<file path="src/rtl/rle_pkg.sv">
// ----------------------------------------------------------------------------
// rle_pkg: shared constants for the run-length symbol store
// Widths of symbols, positions, run bytes and the run store depth, with limits and the operation and status codes.
// ----------------------------------------------------------------------------
`default_nettype none

package rle_pkg;

    localparam int RUN_SLOTS = 256;
    localparam int IDX_W     = $clog2(RUN_SLOTS);
    localparam int CNT_W     = IDX_W + 1;
    localparam int POS_W     = 13;
    localparam int SYM_W     = 3;
    localparam int LEN_W     = 5;
    localparam int BYTE_W    = LEN_W + SYM_W;
    localparam int LIMIT_W   = 9;

    localparam logic [LEN_W-1:0]   MAX_LEN     = 5'd31;
    localparam logic [POS_W-1:0]   LEN_CAP     = 13'd8191;
    localparam logic [LIMIT_W-1:0] LIMIT_RESET = 9'd64;
    localparam logic [SYM_W-1:0]   SYM_LAST    = 3'd5;

    typedef enum logic [1:0]
    {
        OP_RANK   = 2'd0,
        OP_INSERT = 2'd1,
        OP_READ   = 2'd2,
        OP_NONE   = 2'd3
    } op_t;

    typedef enum logic [1:0]
    {
        ST_OK   = 2'd0,
        ST_BAD  = 2'd1,
        ST_FULL = 2'd2,
        ST_RSVD = 2'd3
    } status_t;

endpackage

`default_nettype wire

</file>
<file path="src/rtl/rle_run_ram.sv">
// ----------------------------------------------------------------------------
// rle_run_ram: run byte store
// One write port and one read port; read data registered.
// ----------------------------------------------------------------------------
`default_nettype none

module rle_run_ram
#(
    parameter int DEPTH = 256,
    parameter int WIDTH = 8
)
(
    input  wire logic                     clk,
    input  wire logic                     we,
    input  wire logic [$clog2(DEPTH)-1:0] waddr,
    input  wire logic [WIDTH-1:0]         wdata,
    input  wire logic [$clog2(DEPTH)-1:0] raddr,
    output logic      [WIDTH-1:0]         rdata
);

    logic [WIDTH-1:0] mem [DEPTH];

    always_ff @(posedge clk)
    begin
        if (we)
        begin
            mem[waddr] <= wdata;
        end
        rdata <= mem[raddr];
    end

endmodule

`default_nettype wire

</file>
<file path="src/rtl/rle_symbol_run_rank_insert.sv">
// Rank scans the runs up to the position. Insert also moves runs up when a new
// run needs a slot, plus a forward scan over equal-symbol runs. Read fetches
// one run byte. One item at a time: the run store port sets the pace.
// Reset clears run count, string length and the run_limit register (to 64);
// the run store itself needs no clearing.
// ----------------------------------------------------------------------------
// rle_symbol_run_rank_insert: run-length symbol string with rank and insert
// Sequencer over a run store with one write and one read port that scans, shifts and patches runs.
// ----------------------------------------------------------------------------
`default_nettype none

module rle_symbol_run_rank_insert
    import rle_pkg::*;
(
    input  wire logic                clk,
    input  wire logic                rst_n,
    input  wire logic                cfg_wen,
    input  wire logic [LIMIT_W-1:0]  cfg_wdata,   // run_limit
    input  wire logic                s_tvalid,
    output logic                     s_tready,
    input  wire logic [15:0]         s_tdata,     // symbol[2:0], position[15:3]
    input  wire logic [1:0]          s_tuser,     // operation[1:0]
    output logic                     m_tvalid,
    input  wire logic                m_tready,
    // rank[12:0], run_index[20:13], run_offset[25:21], run_total[34:26],
    // run_byte[42:35], needs_split[43], status[45:44], zero[47:46]
    output logic [47:0]              m_tdata
);

    typedef enum logic [4:0]
    {
        S_IDLE, S_LOC_RD, S_LOC_EV, S_NXT_RD, S_NXT_EV, S_DECIDE,
        S_F_CHK, S_F_EV, S_C4_FIN, S_C6_SCAN, S_C6_FIN, S_C7B, S_C7C,
        S_P_START, S_SH_RD, S_SH_WR, S_P_WR, S_RD_RD, S_RD_EV, S_DONE
    } state_t;

    state_t state_reg, ret_reg;

    logic [LIMIT_W-1:0] limit_reg;
    logic [CNT_W-1:0]   count_reg;
    logic [POS_W-1:0]   total_reg;

    logic [SYM_W-1:0]   sym_reg;
    logic [POS_W-1:0]   x_reg;

    logic [POS_W-1:0]   rk_reg;
    logic [IDX_W-1:0]   idx_reg;
    logic [LEN_W-1:0]   off_reg;
    logic [BYTE_W-1:0]  byte_reg;
    status_t            status_reg;

    logic [IDX_W-1:0]   k_reg;
    logic [POS_W-1:0]   cum_reg;
    logic               ins_reg;
    logic [IDX_W-1:0]   i_reg;
    logic [BYTE_W-1:0]  bi_reg;
    logic [BYTE_W-1:0]  nb_reg;
    logic               nok_reg;
    logic [IDX_W-1:0]   j_reg;
    logic [BYTE_W-1:0]  bj_reg;
    logic [SYM_W-1:0]   fsym_reg;
    logic [LEN_W-1:0]   rest_reg;
    logic [SYM_W-1:0]   c_reg;
    logic [IDX_W-1:0]   p_reg;
    logic [BYTE_W-1:0]  pb_reg;
    logic [IDX_W-1:0]   m_reg;

    logic               ram_we;
    logic [IDX_W-1:0]   ram_waddr;
    logic [BYTE_W-1:0]  ram_wdata;
    logic [IDX_W-1:0]   ram_raddr;
    logic [BYTE_W-1:0]  ram_rdata;

    rle_run_ram
    #(
        .DEPTH (RUN_SLOTS),
        .WIDTH (BYTE_W)
    )
    u_ram
    (
        .clk   (clk),
        .we    (ram_we),
        .waddr (ram_waddr),
        .wdata (ram_wdata),
        .raddr (ram_raddr),
        .rdata (ram_rdata)
    );

    // input decode
    op_t              in_op;
    logic [SYM_W-1:0] in_sym;
    logic [POS_W-1:0] in_x;
    logic             in_full;

    assign in_op   = op_t'(s_tuser);
    assign in_sym  = s_tdata[2:0];
    assign in_x    = s_tdata[15:3];
    assign in_full = ((CNT_W+1)'(count_reg) + (CNT_W+1)'(2) > (CNT_W+1)'(RUN_SLOTS))
                     || (total_reg >= LEN_CAP);

    // locate step
    logic [LEN_W-1:0] rd_len;
    logic             rd_match;
    logic [POS_W:0]   loc_sum;
    logic             loc_found;
    logic [LEN_W-1:0] loc_off;

    assign rd_len    = ram_rdata[BYTE_W-1:SYM_W];
    assign rd_match  = (ram_rdata[SYM_W-1:0] == sym_reg);
    assign loc_sum   = {1'b0, cum_reg} + (POS_W+1)'(rd_len);
    assign loc_found = (loc_sum >= {1'b0, x_reg});
    assign loc_off   = LEN_W'(x_reg - cum_reg);

    // insert decisions
    logic [BYTE_W-1:0] one_byte;
    logic [LEN_W-1:0]  rest;
    logic              adv;
    logic [IDX_W-1:0]  ei;
    logic [BYTE_W-1:0] eb;
    logic [BYTE_W-1:0] bi_cut;
    logic              j_next_ok;
    logic [LEN_W:0]    c6_sum;
    logic              k_last;

    assign one_byte  = {LEN_W'(1), sym_reg};
    assign rest      = bi_reg[BYTE_W-1:SYM_W] - off_reg;
    assign adv       = (rest == '0) && nok_reg && (nb_reg[SYM_W-1:0] == sym_reg);
    assign ei        = adv ? i_reg + IDX_W'(1) : i_reg;
    assign eb        = adv ? nb_reg : bi_reg;
    assign bi_cut    = bi_reg - {rest_reg, SYM_W'(0)};
    assign j_next_ok = (CNT_W'(j_reg) + CNT_W'(1)) < count_reg;
    assign c6_sum    = (LEN_W+1)'(bj_reg[BYTE_W-1:SYM_W]) + (LEN_W+1)'(rest_reg);
    assign k_last    = (m_reg == p_reg);

    always_comb
    begin
        ram_we    = 1'b0;
        ram_waddr = '0;
        ram_wdata = '0;
        ram_raddr = '0;
        unique case (state_reg)
            S_LOC_RD: ram_raddr = k_reg;
            S_NXT_RD: ram_raddr = i_reg + IDX_W'(1);
            S_F_CHK:  ram_raddr = j_reg + IDX_W'(1);
            S_SH_RD:  ram_raddr = m_reg;
            S_RD_RD:  ram_raddr = IDX_W'(x_reg);
            S_DECIDE:
            begin
                if (!(off_reg == '0 && bi_reg[SYM_W-1:0] != sym_reg))
                begin
                    if (eb[SYM_W-1:0] == sym_reg)
                    begin
                        ram_we    = (eb[BYTE_W-1:SYM_W] != MAX_LEN);
                        ram_waddr = ei;
                        ram_wdata = eb + BYTE_W'(8);
                    end
                    else if (rest != '0 && nok_reg && nb_reg[SYM_W-1:0] == bi_reg[SYM_W-1:0])
                    begin
                        ram_we    = 1'b1;
                        ram_waddr = i_reg;
                        ram_wdata = bi_reg - {rest, SYM_W'(0)};
                    end
                end
            end
            S_C4_FIN:
            begin
                ram_we    = (bj_reg[BYTE_W-1:SYM_W] != MAX_LEN);
                ram_waddr = j_reg;
                ram_wdata = bj_reg + BYTE_W'(8);
            end
            S_C6_FIN:
            begin
                ram_we    = 1'b1;
                ram_waddr = j_reg;
                ram_wdata = (c6_sum > (LEN_W+1)'(MAX_LEN)) ? {MAX_LEN, c_reg}
                                                           : bj_reg + {rest_reg, SYM_W'(0)};
            end
            S_C7C:
            begin
                ram_we    = 1'b1;
                ram_waddr = i_reg;
                ram_wdata = bi_cut;
            end
            S_SH_WR:
            begin
                ram_we    = 1'b1;
                ram_waddr = m_reg + IDX_W'(1);
                ram_wdata = ram_rdata;
            end
            S_P_WR:
            begin
                ram_we    = 1'b1;
                ram_waddr = p_reg;
                ram_wdata = pb_reg;
            end
            default: ;
        endcase
    end

    always_ff @(posedge clk or negedge rst_n)
    begin
        if (!rst_n)
        begin
            state_reg <= S_IDLE;
            ret_reg   <= S_IDLE;
            limit_reg <= LIMIT_RESET;
            count_reg <= '0;
            total_reg <= '0;
        end
        else
        begin
            if (cfg_wen)
            begin
                limit_reg <= cfg_wdata;
            end
            unique case (state_reg)
                S_IDLE:
                begin
                    if (s_tvalid)
                    begin
                        sym_reg    <= in_sym;
                        x_reg      <= in_x;
                        rk_reg     <= '0;
                        idx_reg    <= '0;
                        off_reg    <= '0;
                        byte_reg   <= '0;
                        status_reg <= ST_OK;
                        k_reg      <= '0;
                        cum_reg    <= '0;
                        ins_reg    <= (in_op == OP_INSERT) && !in_full;
                        priority if (in_op == OP_NONE)
                        begin
                            state_reg <= S_DONE;
                        end
                        else if (in_op == OP_READ)
                        begin
                            if ((CNT_W+POS_W)'(in_x) < (CNT_W+POS_W)'(count_reg))
                            begin
                                state_reg <= S_RD_RD;
                            end
                            else
                            begin
                                status_reg <= ST_BAD;
                                state_reg  <= S_DONE;
                            end
                        end
                        else if (in_x > total_reg || (in_op == OP_INSERT && in_sym > SYM_LAST))
                        begin
                            status_reg <= ST_BAD;
                            state_reg  <= S_DONE;
                        end
                        else
                        begin
                            if (in_op == OP_INSERT && in_full)
                            begin
                                status_reg <= ST_FULL;
                            end
                            if (in_op == OP_INSERT && !in_full)
                            begin
                                total_reg <= total_reg + POS_W'(1);
                            end
                            if (count_reg == '0)
                            begin
                                // empty store: first run goes to slot zero
                                p_reg     <= '0;
                                pb_reg    <= {LEN_W'(1), in_sym};
                                ret_reg   <= S_DONE;
                                state_reg <= (in_op == OP_INSERT) ? S_P_START : S_DONE;
                            end
                            else
                            begin
                                state_reg <= S_LOC_RD;
                            end
                        end
                    end
                end
                S_LOC_RD: state_reg <= S_LOC_EV;
                S_LOC_EV:
                begin
                    if (loc_found)
                    begin
                        idx_reg <= k_reg;
                        off_reg <= loc_off;
                        rk_reg  <= rk_reg + (rd_match ? POS_W'(loc_off) : '0);
                        i_reg   <= k_reg;
                        bi_reg  <= ram_rdata;
                        nok_reg <= 1'b0;
                        if (!ins_reg)
                        begin
                            state_reg <= S_DONE;
                        end
                        else if ((CNT_W'(k_reg) + CNT_W'(1)) < count_reg)
                        begin
                            state_reg <= S_NXT_RD;
                        end
                        else
                        begin
                            state_reg <= S_DECIDE;
                        end
                    end
                    else
                    begin
                        rk_reg    <= rk_reg + (rd_match ? POS_W'(rd_len) : '0);
                        cum_reg   <= POS_W'(loc_sum);
                        k_reg     <= k_reg + IDX_W'(1);
                        state_reg <= S_LOC_RD;
                    end
                end
                S_NXT_RD: state_reg <= S_NXT_EV;
                S_NXT_EV:
                begin
                    nb_reg    <= ram_rdata;
                    nok_reg   <= 1'b1;
                    state_reg <= S_DECIDE;
                end
                S_DECIDE:
                begin
                    rest_reg <= rest;
                    c_reg    <= bi_reg[SYM_W-1:0];
                    priority if (off_reg == '0 && bi_reg[SYM_W-1:0] != sym_reg)
                    begin
                        // new run ahead of run zero
                        p_reg     <= '0;
                        pb_reg    <= one_byte;
                        ret_reg   <= S_DONE;
                        state_reg <= S_P_START;
                    end
                    else if (eb[SYM_W-1:0] == sym_reg)
                    begin
                        if (eb[BYTE_W-1:SYM_W] != MAX_LEN)
                        begin
                            state_reg <= S_DONE;
                        end
                        else
                        begin
                            j_reg     <= ei;
                            bj_reg    <= eb;
                            fsym_reg  <= sym_reg;
                            ret_reg   <= S_C4_FIN;
                            state_reg <= S_F_CHK;
                        end
                    end
                    else if (rest == '0)
                    begin
                        p_reg     <= i_reg + IDX_W'(1);
                        pb_reg    <= one_byte;
                        ret_reg   <= S_DONE;
                        state_reg <= S_P_START;
                    end
                    else if (nok_reg && nb_reg[SYM_W-1:0] == bi_reg[SYM_W-1:0])
                    begin
                        p_reg     <= i_reg + IDX_W'(1);
                        pb_reg    <= one_byte;
                        ret_reg   <= S_C6_SCAN;
                        state_reg <= S_P_START;
                    end
                    else
                    begin
                        // split: tail of the run first, then the new symbol
                        p_reg     <= i_reg + IDX_W'(1);
                        pb_reg    <= {rest, bi_reg[SYM_W-1:0]};
                        ret_reg   <= S_C7B;
                        state_reg <= S_P_START;
                    end
                end
                S_F_CHK:
                begin
                    state_reg <= j_next_ok ? S_F_EV : ret_reg;
                end
                S_F_EV:
                begin
                    if (ram_rdata[SYM_W-1:0] == fsym_reg)
                    begin
                        j_reg     <= j_reg + IDX_W'(1);
                        bj_reg    <= ram_rdata;
                        state_reg <= S_F_CHK;
                    end
                    else
                    begin
                        state_reg <= ret_reg;
                    end
                end
                S_C4_FIN:
                begin
                    if (bj_reg[BYTE_W-1:SYM_W] == MAX_LEN)
                    begin
                        p_reg     <= j_reg + IDX_W'(1);
                        pb_reg    <= one_byte;
                        ret_reg   <= S_DONE;
                        state_reg <= S_P_START;
                    end
                    else
                    begin
                        state_reg <= S_DONE;
                    end
                end
                S_C6_SCAN:
                begin
                    j_reg     <= i_reg + IDX_W'(2);
                    bj_reg    <= nb_reg;
                    fsym_reg  <= c_reg;
                    ret_reg   <= S_C6_FIN;
                    state_reg <= S_F_CHK;
                end
                S_C6_FIN:
                begin
                    if (c6_sum > (LEN_W+1)'(MAX_LEN))
                    begin
                        p_reg     <= j_reg + IDX_W'(1);
                        pb_reg    <= {LEN_W'(c6_sum - (LEN_W+1)'(MAX_LEN)), c_reg};
                        ret_reg   <= S_DONE;
                        state_reg <= S_P_START;
                    end
                    else
                    begin
                        state_reg <= S_DONE;
                    end
                end
                S_C7B:
                begin
                    p_reg     <= i_reg + IDX_W'(1);
                    pb_reg    <= one_byte;
                    ret_reg   <= S_C7C;
                    state_reg <= S_P_START;
                end
                S_C7C: state_reg <= S_DONE;
                S_P_START:
                begin
                    m_reg     <= IDX_W'(count_reg - CNT_W'(1));
                    state_reg <= (count_reg == CNT_W'(p_reg)) ? S_P_WR : S_SH_RD;
                end
                S_SH_RD: state_reg <= S_SH_WR;
                S_SH_WR:
                begin
                    if (k_last)
                    begin
                        state_reg <= S_P_WR;
                    end
                    else
                    begin
                        m_reg     <= m_reg - IDX_W'(1);
                        state_reg <= S_SH_RD;
                    end
                end
                S_P_WR:
                begin
                    count_reg <= count_reg + CNT_W'(1);
                    state_reg <= ret_reg;
                end
                S_RD_RD: state_reg <= S_RD_EV;
                S_RD_EV:
                begin
                    idx_reg   <= IDX_W'(x_reg);
                    byte_reg  <= ram_rdata;
                    state_reg <= S_DONE;
                end
                S_DONE:
                begin
                    if (m_tready)
                    begin
                        state_reg <= S_IDLE;
                    end
                end
                default: state_reg <= S_IDLE;
            endcase
        end
    end

    logic split_flag;
    assign split_flag = ((LIMIT_W+1)'(count_reg) + (LIMIT_W+1)'(2)) > (LIMIT_W+1)'(limit_reg);

    assign s_tready = (state_reg == S_IDLE);
    assign m_tvalid = (state_reg == S_DONE);
    assign m_tdata  = {2'b00, status_reg, split_flag, byte_reg, 9'(count_reg),
                       off_reg, 8'(idx_reg), rk_reg};

    assert property (@(posedge clk) disable iff (!rst_n) !(s_tready && m_tvalid))
        else $error("input and output sides open together");

    assert property (@(posedge clk) disable iff (!rst_n)
        count_reg <= CNT_W'(RUN_SLOTS))
        else $error("run count beyond store depth");

    assert property (@(posedge clk) disable iff (!rst_n)
        ram_we |-> state_reg != S_IDLE && state_reg != S_DONE)
        else $error("run store written outside an insert");

    assert property (@(posedge clk) disable iff (!rst_n)
        state_reg == S_P_WR |=> count_reg == $past(count_reg) + CNT_W'(1))
        else $error("run count did not advance on put");

endmodule

`default_nettype wire

</file>
<file path="config.mk">
export PLATFORM = sky130hd
export DESIGN_NAME = rle_symbol_run_rank_insert
export DESIGN_NICKNAME = d
export VERILOG_FILES = /design/src/rtl/rle_pkg.sv /design/src/rtl/rle_run_ram.sv /design/src/rtl/rle_symbol_run_rank_insert.sv
export SDC_FILE = /design/constraint.sdc
export NUM_CORES = 2
export LEC_CHECK = 0
export BUFFER_PORTS_ARGS = -buffer_cell sky130_fd_sc_hd__buf_2
export CORE_MARGIN = 4
export CORE_UTILIZATION = 35
export CTS_CLUSTER_DIAMETER = 150
export CTS_CLUSTER_SIZE = 24
export DETAILED_ROUTE_END_ITERATION = 8
export SYNTH_ARGS = -nofsm -noshare
export SYNTH_HDL_FRONTEND = slang
export SYNTH_SLANG_ARGS = --single-unit
</file>
<file path="constraint.sdc">
create_clock -name clk -period 16.7 [get_ports clk]
set_input_delay 2.505 -clock clk [delete_from_list [all_inputs] [get_ports clk]]
set_output_delay 2.505 -clock clk [all_outputs]
set_load 0.01 [all_outputs]
</file>
==> Word level (Yosys, flattened, before mapping) <==
Memories as Yosys holds them, arrays and structs flattened. A register that Yosys moved wholly into a read port is not among the register bits.
Cells that the tools add are included.
{ "classes": {"muxes": 112, "n_bitwise": 3, "n_reduce_logical": 46, "order_cmp": 10, "n_eq_ne": 50, "addsub": 24} }
{ "op_table": {"columns": ["op", "count"], "rows": [
  ["2-to-1 mux 8 bit", 41],
  ["2-to-1 mux 5 bit", 33],
  ["one-hot mux 8 bit (5 select lines)", 4],
  ["one-hot mux 5 bit (19 select lines)", 1],
  ["one-hot mux 8 bit (3 select lines)", 3],
  ["one-hot mux 13 bit (2 select lines)", 2],
  ["one-hot mux 8 bit (2 select lines)", 3],
  ["one-hot mux 8 bit (6 select lines)", 1],
  ["== test 5 x 4 -> 1 bit, second input constant", 8],
  ["2-to-1 mux 13 bit", 3],
  ["adder 8 x 1 -> 8 bit, second input constant", 4],
  ["one-hot mux 5 bit (6 select lines)", 1],
  ["adder 13 x 5 -> 13 bit", 2],
  ["inequality test 2 bit, second input constant", 13],
  ["== test 5 bit, second input constant", 5],
  ["== test 5 x 3 -> 1 bit, second input constant", 4],
  ["adder 8 x 1 -> 9 bit, second input constant", 2],
  ["less-than comparator 9 bit", 2],
  ["AND reduction 3 bit", 6],
  ["adder 8 x 4 -> 8 bit, second input constant", 2],
  ["subtractor 8 x 1 -> 8 bit, second input constant", 2],
  ["subtractor 8 bit", 2],
  ["== test 3 bit", 5],
  ["zero test 5 bit", 3],
  ["52 further kinds", 93]
]} }
{ "totals": {"mem_count": 1, "ram_bits": 2048, "wordCells": 273, "regBits": 191, "output_inout_bits": 50} }
{ "mem_list": {"columns": ["name", "depth", "width", "read_ports", "rd_clocked_by_memory_dff", "write_ports", "line_no", "text"], "rows": [
  ["u_ram.mem", 256, 8, 1, 1, 1, "rle_run_ram.sv:21", "logic [WIDTH-1:0] mem [DEPTH];"]
]} }

==> Longest topological paths before layout <==
{ "depth": {"depth_word": 11, "depth_mapped": 31, "mapped_depth_nobuf": 30} }

==> By module <==
From an unflattened synthesis, not the netlist that was laid out.
{ "unflattened": {"cells_unflattened": 5129, "area_unflattened_um2": 92994.2} }
{ "by_module_without_submodules": {"columns": ["mod", "seq_area_each_um2", "instances", "cells_per_inst", "area_each_um2"], "rows": [
  ["rle_run_ram", 61659.1, 1, 3733, 79556.3],
  ["rle_symbol_run_rank_insert", 5531.6, 1, 1396, 13437.9]
]} }

==> Worst setup path after synthesis <==
Ideal clock, no wire load.
{ "synth_timing": {"kind": "reg-to-reg", "from": "register bi_reg[3]", "to": "memory u_ram.mem[0][6], data pin", "n_path_buf": 1, "t_arrival_ps": 13018, "required_ps": 14513, "setup_time_ps": 2187, "synth_period_minus_slack_ps": 15205, "path_stages_with_launch": 17, "slack_ps": 1495, "cell_sequence": "edfxtp_1 > inv_1 > ha_1 > inv_1 > fa_1 > a21o_1 > a21oi_1 > xnor2_1 > a211o_1 > nor2_1 > buf_1 > nand2_1 > a211oi_1 > xor2_1 > nor2_1 > a31oi_1 > o21ai_0"} }
{ "synth_via": {"elab_chain_len": 9, "word_cells_on_any_way": 16, "cone_classes": "add/sub (4); eq/ne (1); mux (5); reduce/logical (6)"} }
{ "synth_lines": {"columns": ["item", "line_no", "text"], "rows": [
  ["from (decl)", "rle_symbol_run_rank_insert.sv:56", "logic [BYTE_W-1:0] bi_reg;"],
  ["from (signal assigned)", "rle_symbol_run_rank_insert.sv:286", "bi_reg <= ram_rdata;"],
  ["subtractor 5 bit (*)", "rle_symbol_run_rank_insert.sv:126", "assign rest = bi_reg[BYTE_W-1:SYM_W] - off_reg;"],
  ["named net rest[4]", "rle_symbol_run_rank_insert.sv:116", "logic [LEN_W-1:0] rest;"],
  ["zero test 5 bit", "rle_symbol_run_rank_insert.sv:127", "assign adv = (rest == '0) && nok_reg && (nb_reg[SYM_W-1:0] == sym_reg);"],
  ["logical AND 1 bit (2 in a row)", "rle_symbol_run_rank_insert.sv:127", null],
  ["2-to-1 mux 8 bit", "rle_symbol_run_rank_insert.sv:129", "assign eb = adv ? nb_reg : bi_reg;"],
  ["adder 8 x 4 -> 8 bit or == test 3 bit (tied branches)", "rle_symbol_run_rank_insert.sv:155, rle_symbol_run_rank_insert.sv:151", null],
  ["2-to-1 mux 8 bit (*)", "rle_symbol_run_rank_insert.sv:151", "if (eb[SYM_W-1:0] == sym_reg)"],
  ["2-to-1 mux 8 bit (*)", "rle_symbol_run_rank_insert.sv:149", "if (!(off_reg == '0 && bi_reg[SYM_W-1:0] != sym_reg))"],
  ["one-hot mux 8 bit (6 select lines) (*)", "rle_symbol_run_rank_insert.sv:141", "unique case (state_reg)"],
  ["named net ram_wdata[6]", "rle_symbol_run_rank_insert.sv:70", "logic [BYTE_W-1:0] ram_wdata;"],
  ["to (decl)", "rle_run_ram.sv:21", null]
]} }
Mark *: on every way through the listed nets, which the timed path passes. The rest lies on a longest branch.

==> Worst setup path in the final report <==
{ "layout_timing": {"from": "register bi_reg[3]", "to": "memory u_ram.mem[143][7] (enable)"} }
{ "layout_via": {"elab_chain_len": 11, "word_cells_on_any_way": 21, "cone_classes": "add/sub (1); eq/ne (2); mux (12); reduce/logical (6)"} }
{ "layout_lines": {"columns": ["item", "line_no", "text"], "rows": [
  ["subtractor 5 bit (*)", "rle_symbol_run_rank_insert.sv:126", null],
  ["named net rest[4]", "rle_symbol_run_rank_insert.sv:116", null],
  ["zero test 5 bit", "rle_symbol_run_rank_insert.sv:127", null],
  ["logical AND 1 bit (2 in a row)", "rle_symbol_run_rank_insert.sv:127", null],
  ["2-to-1 mux 8 bit", "rle_symbol_run_rank_insert.sv:129", null],
  ["inequality test 5 bit or == test 3 bit (tied branches)", "rle_symbol_run_rank_insert.sv:153, rle_symbol_run_rank_insert.sv:151", null],
  ["2-to-1 mux 1 bit", "rle_symbol_run_rank_insert.sv:151", null],
  ["2-to-1 mux 1 bit", "rle_symbol_run_rank_insert.sv:149", null],
  ["one-hot mux 1 bit (3 select lines)", "rle_symbol_run_rank_insert.sv:141", null],
  ["2-to-1 mux 1 bit", "rle_run_ram.sv:25", "if (we)"],
  ["2-to-1 mux 1 bit (not written as such)", "rle_run_ram.sv:27", "mem[waddr] <= wdata;"]
]} }
Marked as above.

==> impl_metrics.toml <==
[routing]
vias_per_cell = 5.92
ant_nets = 0
firstDrtPassIters = 6
vias = 65000
detail_route.iter0.violations = 9754
drc_errors = 0
wl_per_cell_um = 29.1
totalWireLength_mm = 319

[timing]
slew_headroom_pct = -4.71
drv_slew = 6
finalCritPeriodShare_pct = 46.4
period_minus_slack_ps = 7740
worst_pin_slew_ps = 1560
rsz0062_at_grt = "false"
skew_ps = 69.5
fin_setup_tns_ps = 0
finalSetupViolCount = 0
hold_viol_final = 0
fmax_mhz = 129

[layout]
regArea_um2 = 67200
largest_register_ffs = 2048
multi_input_area_um2 = 26300
fillers = 25600
final_cell_area_um2 = 103000
utilization_pct = 37.9
largest-register = "u_ram.mem"
nets = 7490
area_growth_pct = 7.51
drive_above_1_share_pct = 5.74

[run_status]
violations = "max-capacitance violations, max-slew violations"
status = "finished, violations left"

[global_route]
grt_max_degree = 201
grt_overflow = 0
antenna_found_initial = 18
grt_pass1_wl_mm = 454
gr-usage-all-layers_pct = 21.6
grt_pass1_vias = 60900

[setup_path]
rrSetupSlack_ps = 8960
r2r-start = "bi_reg[3]"
endpoint_kind = "flop"
cp-start-kind = "flop"
path_max_fanout = 13
cp-endpoint = "u_ram.mem[143][7]"
required_ps = 17130
cp-startpoint = "bi_reg[3]"
rr_endpoint = "u_ram.mem[143][7]"
critical_path_class = "flop to flop"
cp_data_arrival_time_ps = 8170
rr_worst_depth = 20

[run]
max_cap_viol_count = 1

[yosys]
synth_seq_cells = 2247
syn_area_per_cell_um2 = 12.8
yosysWarnings = 0
synth_flop_cell = "edfxtp_1"
yosysSeqAreaShare_pct = 70.1
synth_top_area_cell = "edfxtp_1"
syn_inst = 7499
synth_cell_type_count = 92
syn-cell-area_um2 = 95900
synth_area_leaders = "edfxtp_1, nand2_1, nand3_1"
yosysMostFrequentCell = "edfxtp_1"
ys_top_cells_by_count = "edfxtp_1, nand2_1, nand3_1"
synth_edf_count = 2198
synth-async-reset-ratio_pct = 1.82
synth_top_area_share_pct = 68.8

[placed_design]
dp_hpwl_mm = 193
numPortBuffers = 79
gp_congestion = 0.917
dpl_cell_area_um2 = 100000

[clocking]
clock_path_buffers = 3
cts.sink_count = 2247
cts_resized = 0
cts_root_buffer = "clkbuf_16"
post_cts_buffers = 0
cts.clk_slew.worst_paths_ps = 110
htree_levels = 3
holdBufCountCts = 0
clk_latency_ps = 840
cts_buffers = 104
cts_tree = "done"

[floorplanning]
core_um2 = 272000
start_util_pct = 35.3
die-area_um2 = 282000
rows = 191
die_h_um = 531
io-pin-count = 82
die_x_um = 531

[power]
vdd_drop_max_mv = 0.130
power.density_nw_per_um2 = 162
leakage_uw = 0.0342

[hold_path]
hp-class = "flop to flop"
-- worst max-delay path: stages (launching register included) --
cell	delay [ps]
edfxtp_1	440
inv_1	150
ha_1	190
inv_1	90
fa_1	470
a21o_1	190
a21oi_1	190
xnor2_1	190
a211oi_2	520
nand2_1	450
nand2_1	260
nand2_1	80
ha_1	230
nor3b_1	150
ha_1	310
o21ai_0	430
a211oi_1	230
nor3_1	760
nand3_1	840
buf_4	530
nor2_1	620
-- power by group --
part | internal [µW] | total, µW | switching, µW | leakage, µW
Combinational | 1690 | 6910 | 5220 | 0.0119
Sequential | 6670 | 6780 | 115 | 0.0208
Clock | 1180 | 2970 | 1790 | 0.00141
Total | 9540 | 16700 | 7120 | 0.0342
-- worst min path at each step --
| stage | start | to | slack (ps) | cells past startpoint |
|---|---|---|---|---|
| 5_1_grt | total_reg[12] | total_reg[12] | 530 | 2 |
| 2_1_floorplan | bi_reg[0] | c_reg[0] | 420 | 0 |
| 4_1_cts | total_reg[8] | total_reg[8] | 500 | 1 |
| 3_5_place_dp | total_reg[8] | total_reg[8] | 480 | 1 |
| 3_3_place_gp | total_reg[8] | total_reg[8] | 460 | 1 |
| 6_report | total_reg[12] | total_reg[12] | 490 | 2 |
-- cell usage in the layout, fill, tap and decap left out, types with 16 or more instances in the layout --
| cell type | n |
|---|---|
| edfxtp_1 | 2198 |
| nand2_1 | 1772 |
| nand3_1 | 500 |
| nor2_1 | 400 |
| and3_1 | 235 |
| a311oi_1 | 222 |
| a21oi_1 | 151 |
| mux2i_1 | 150 |
| buf_4 | 144 |
| a211oi_1 | 116 |
| a31oi_1 | 113 |
| o21ai_0 | 110 |
| ha_1 | 105 |
| clkbuf_16 | 105 |
| inv_1 | 99 |
| xnor2_1 | 88 |
| buf_2 | 79 |
| a32oi_1 | 65 |
| nor3_1 | 54 |
| xor2_1 | 45 |
| nand4_1 | 44 |
| dfrtp_1 | 40 |
| clkbuf_1 | 38 |
| a21o_1 | 32 |
| and2_1 | 31 |
| a221oi_1 | 29 |
| nor4_1 | 27 |
| o22ai_1 | 27 |
| nor2b_1 | 24 |
| o211ai_1 | 20 |
| nand2b_1 | 19 |
| a22oi_1 | 19 |
| a2111oi_0 | 16 |
| buf_12 | 16 |
-- cell type report --
cell class                      count  share of cell area (%)
Tap cell                         3570                    4.33
Clock inverter                      8                   0.186
Antenna cell                       10                  0.0243
Sequential cell                  2247                    65.2
Timing Repair Buffer              239                    1.74
Multi-Input combinational cell   4654                    25.5
Inverter                          100                   0.364
Clock buffer                      143                    2.69
-- metal layers --
layer  wire length (µm)  global-route usage (%)  part of all wire [%]
met1             127000                    29.8                    40
met2             140000                    32.5                    44
met3              35200                    5.15                    11
met4              16400                    9.62                   5.2
met5                 44                       0                 0.014
-- stage by stage --
stage	hold slack (ps)	setup WS (ps)	instances	total power (µW)
2_1_floorplan	424	1500	7500	11000
3_3_place_gp	464	9240	10800	13600
3_5_place_dp	484	9250	10800	13600
4_1_cts	501	9220	11000	16500
5_1_grt	528	8910	11000	17200
6_report	488	8960	11000	16700
-- kinds of logic after synthesis --
kind of cell	after synthesis	synth area share, %
other	1	0.00391
buffers and inverters	599	2.90
multiplexers	160	1.77
adder cells (fa/ha/maj)	112	1.52
AND/OR/NAND/NOR	3174	14.4
AO/OA/AOI/OAI	1073	8.17
flip-flops	2247	70.1
XOR/XNOR	133	1.21
No activity file was read; power rests on OpenSTA's default activity.
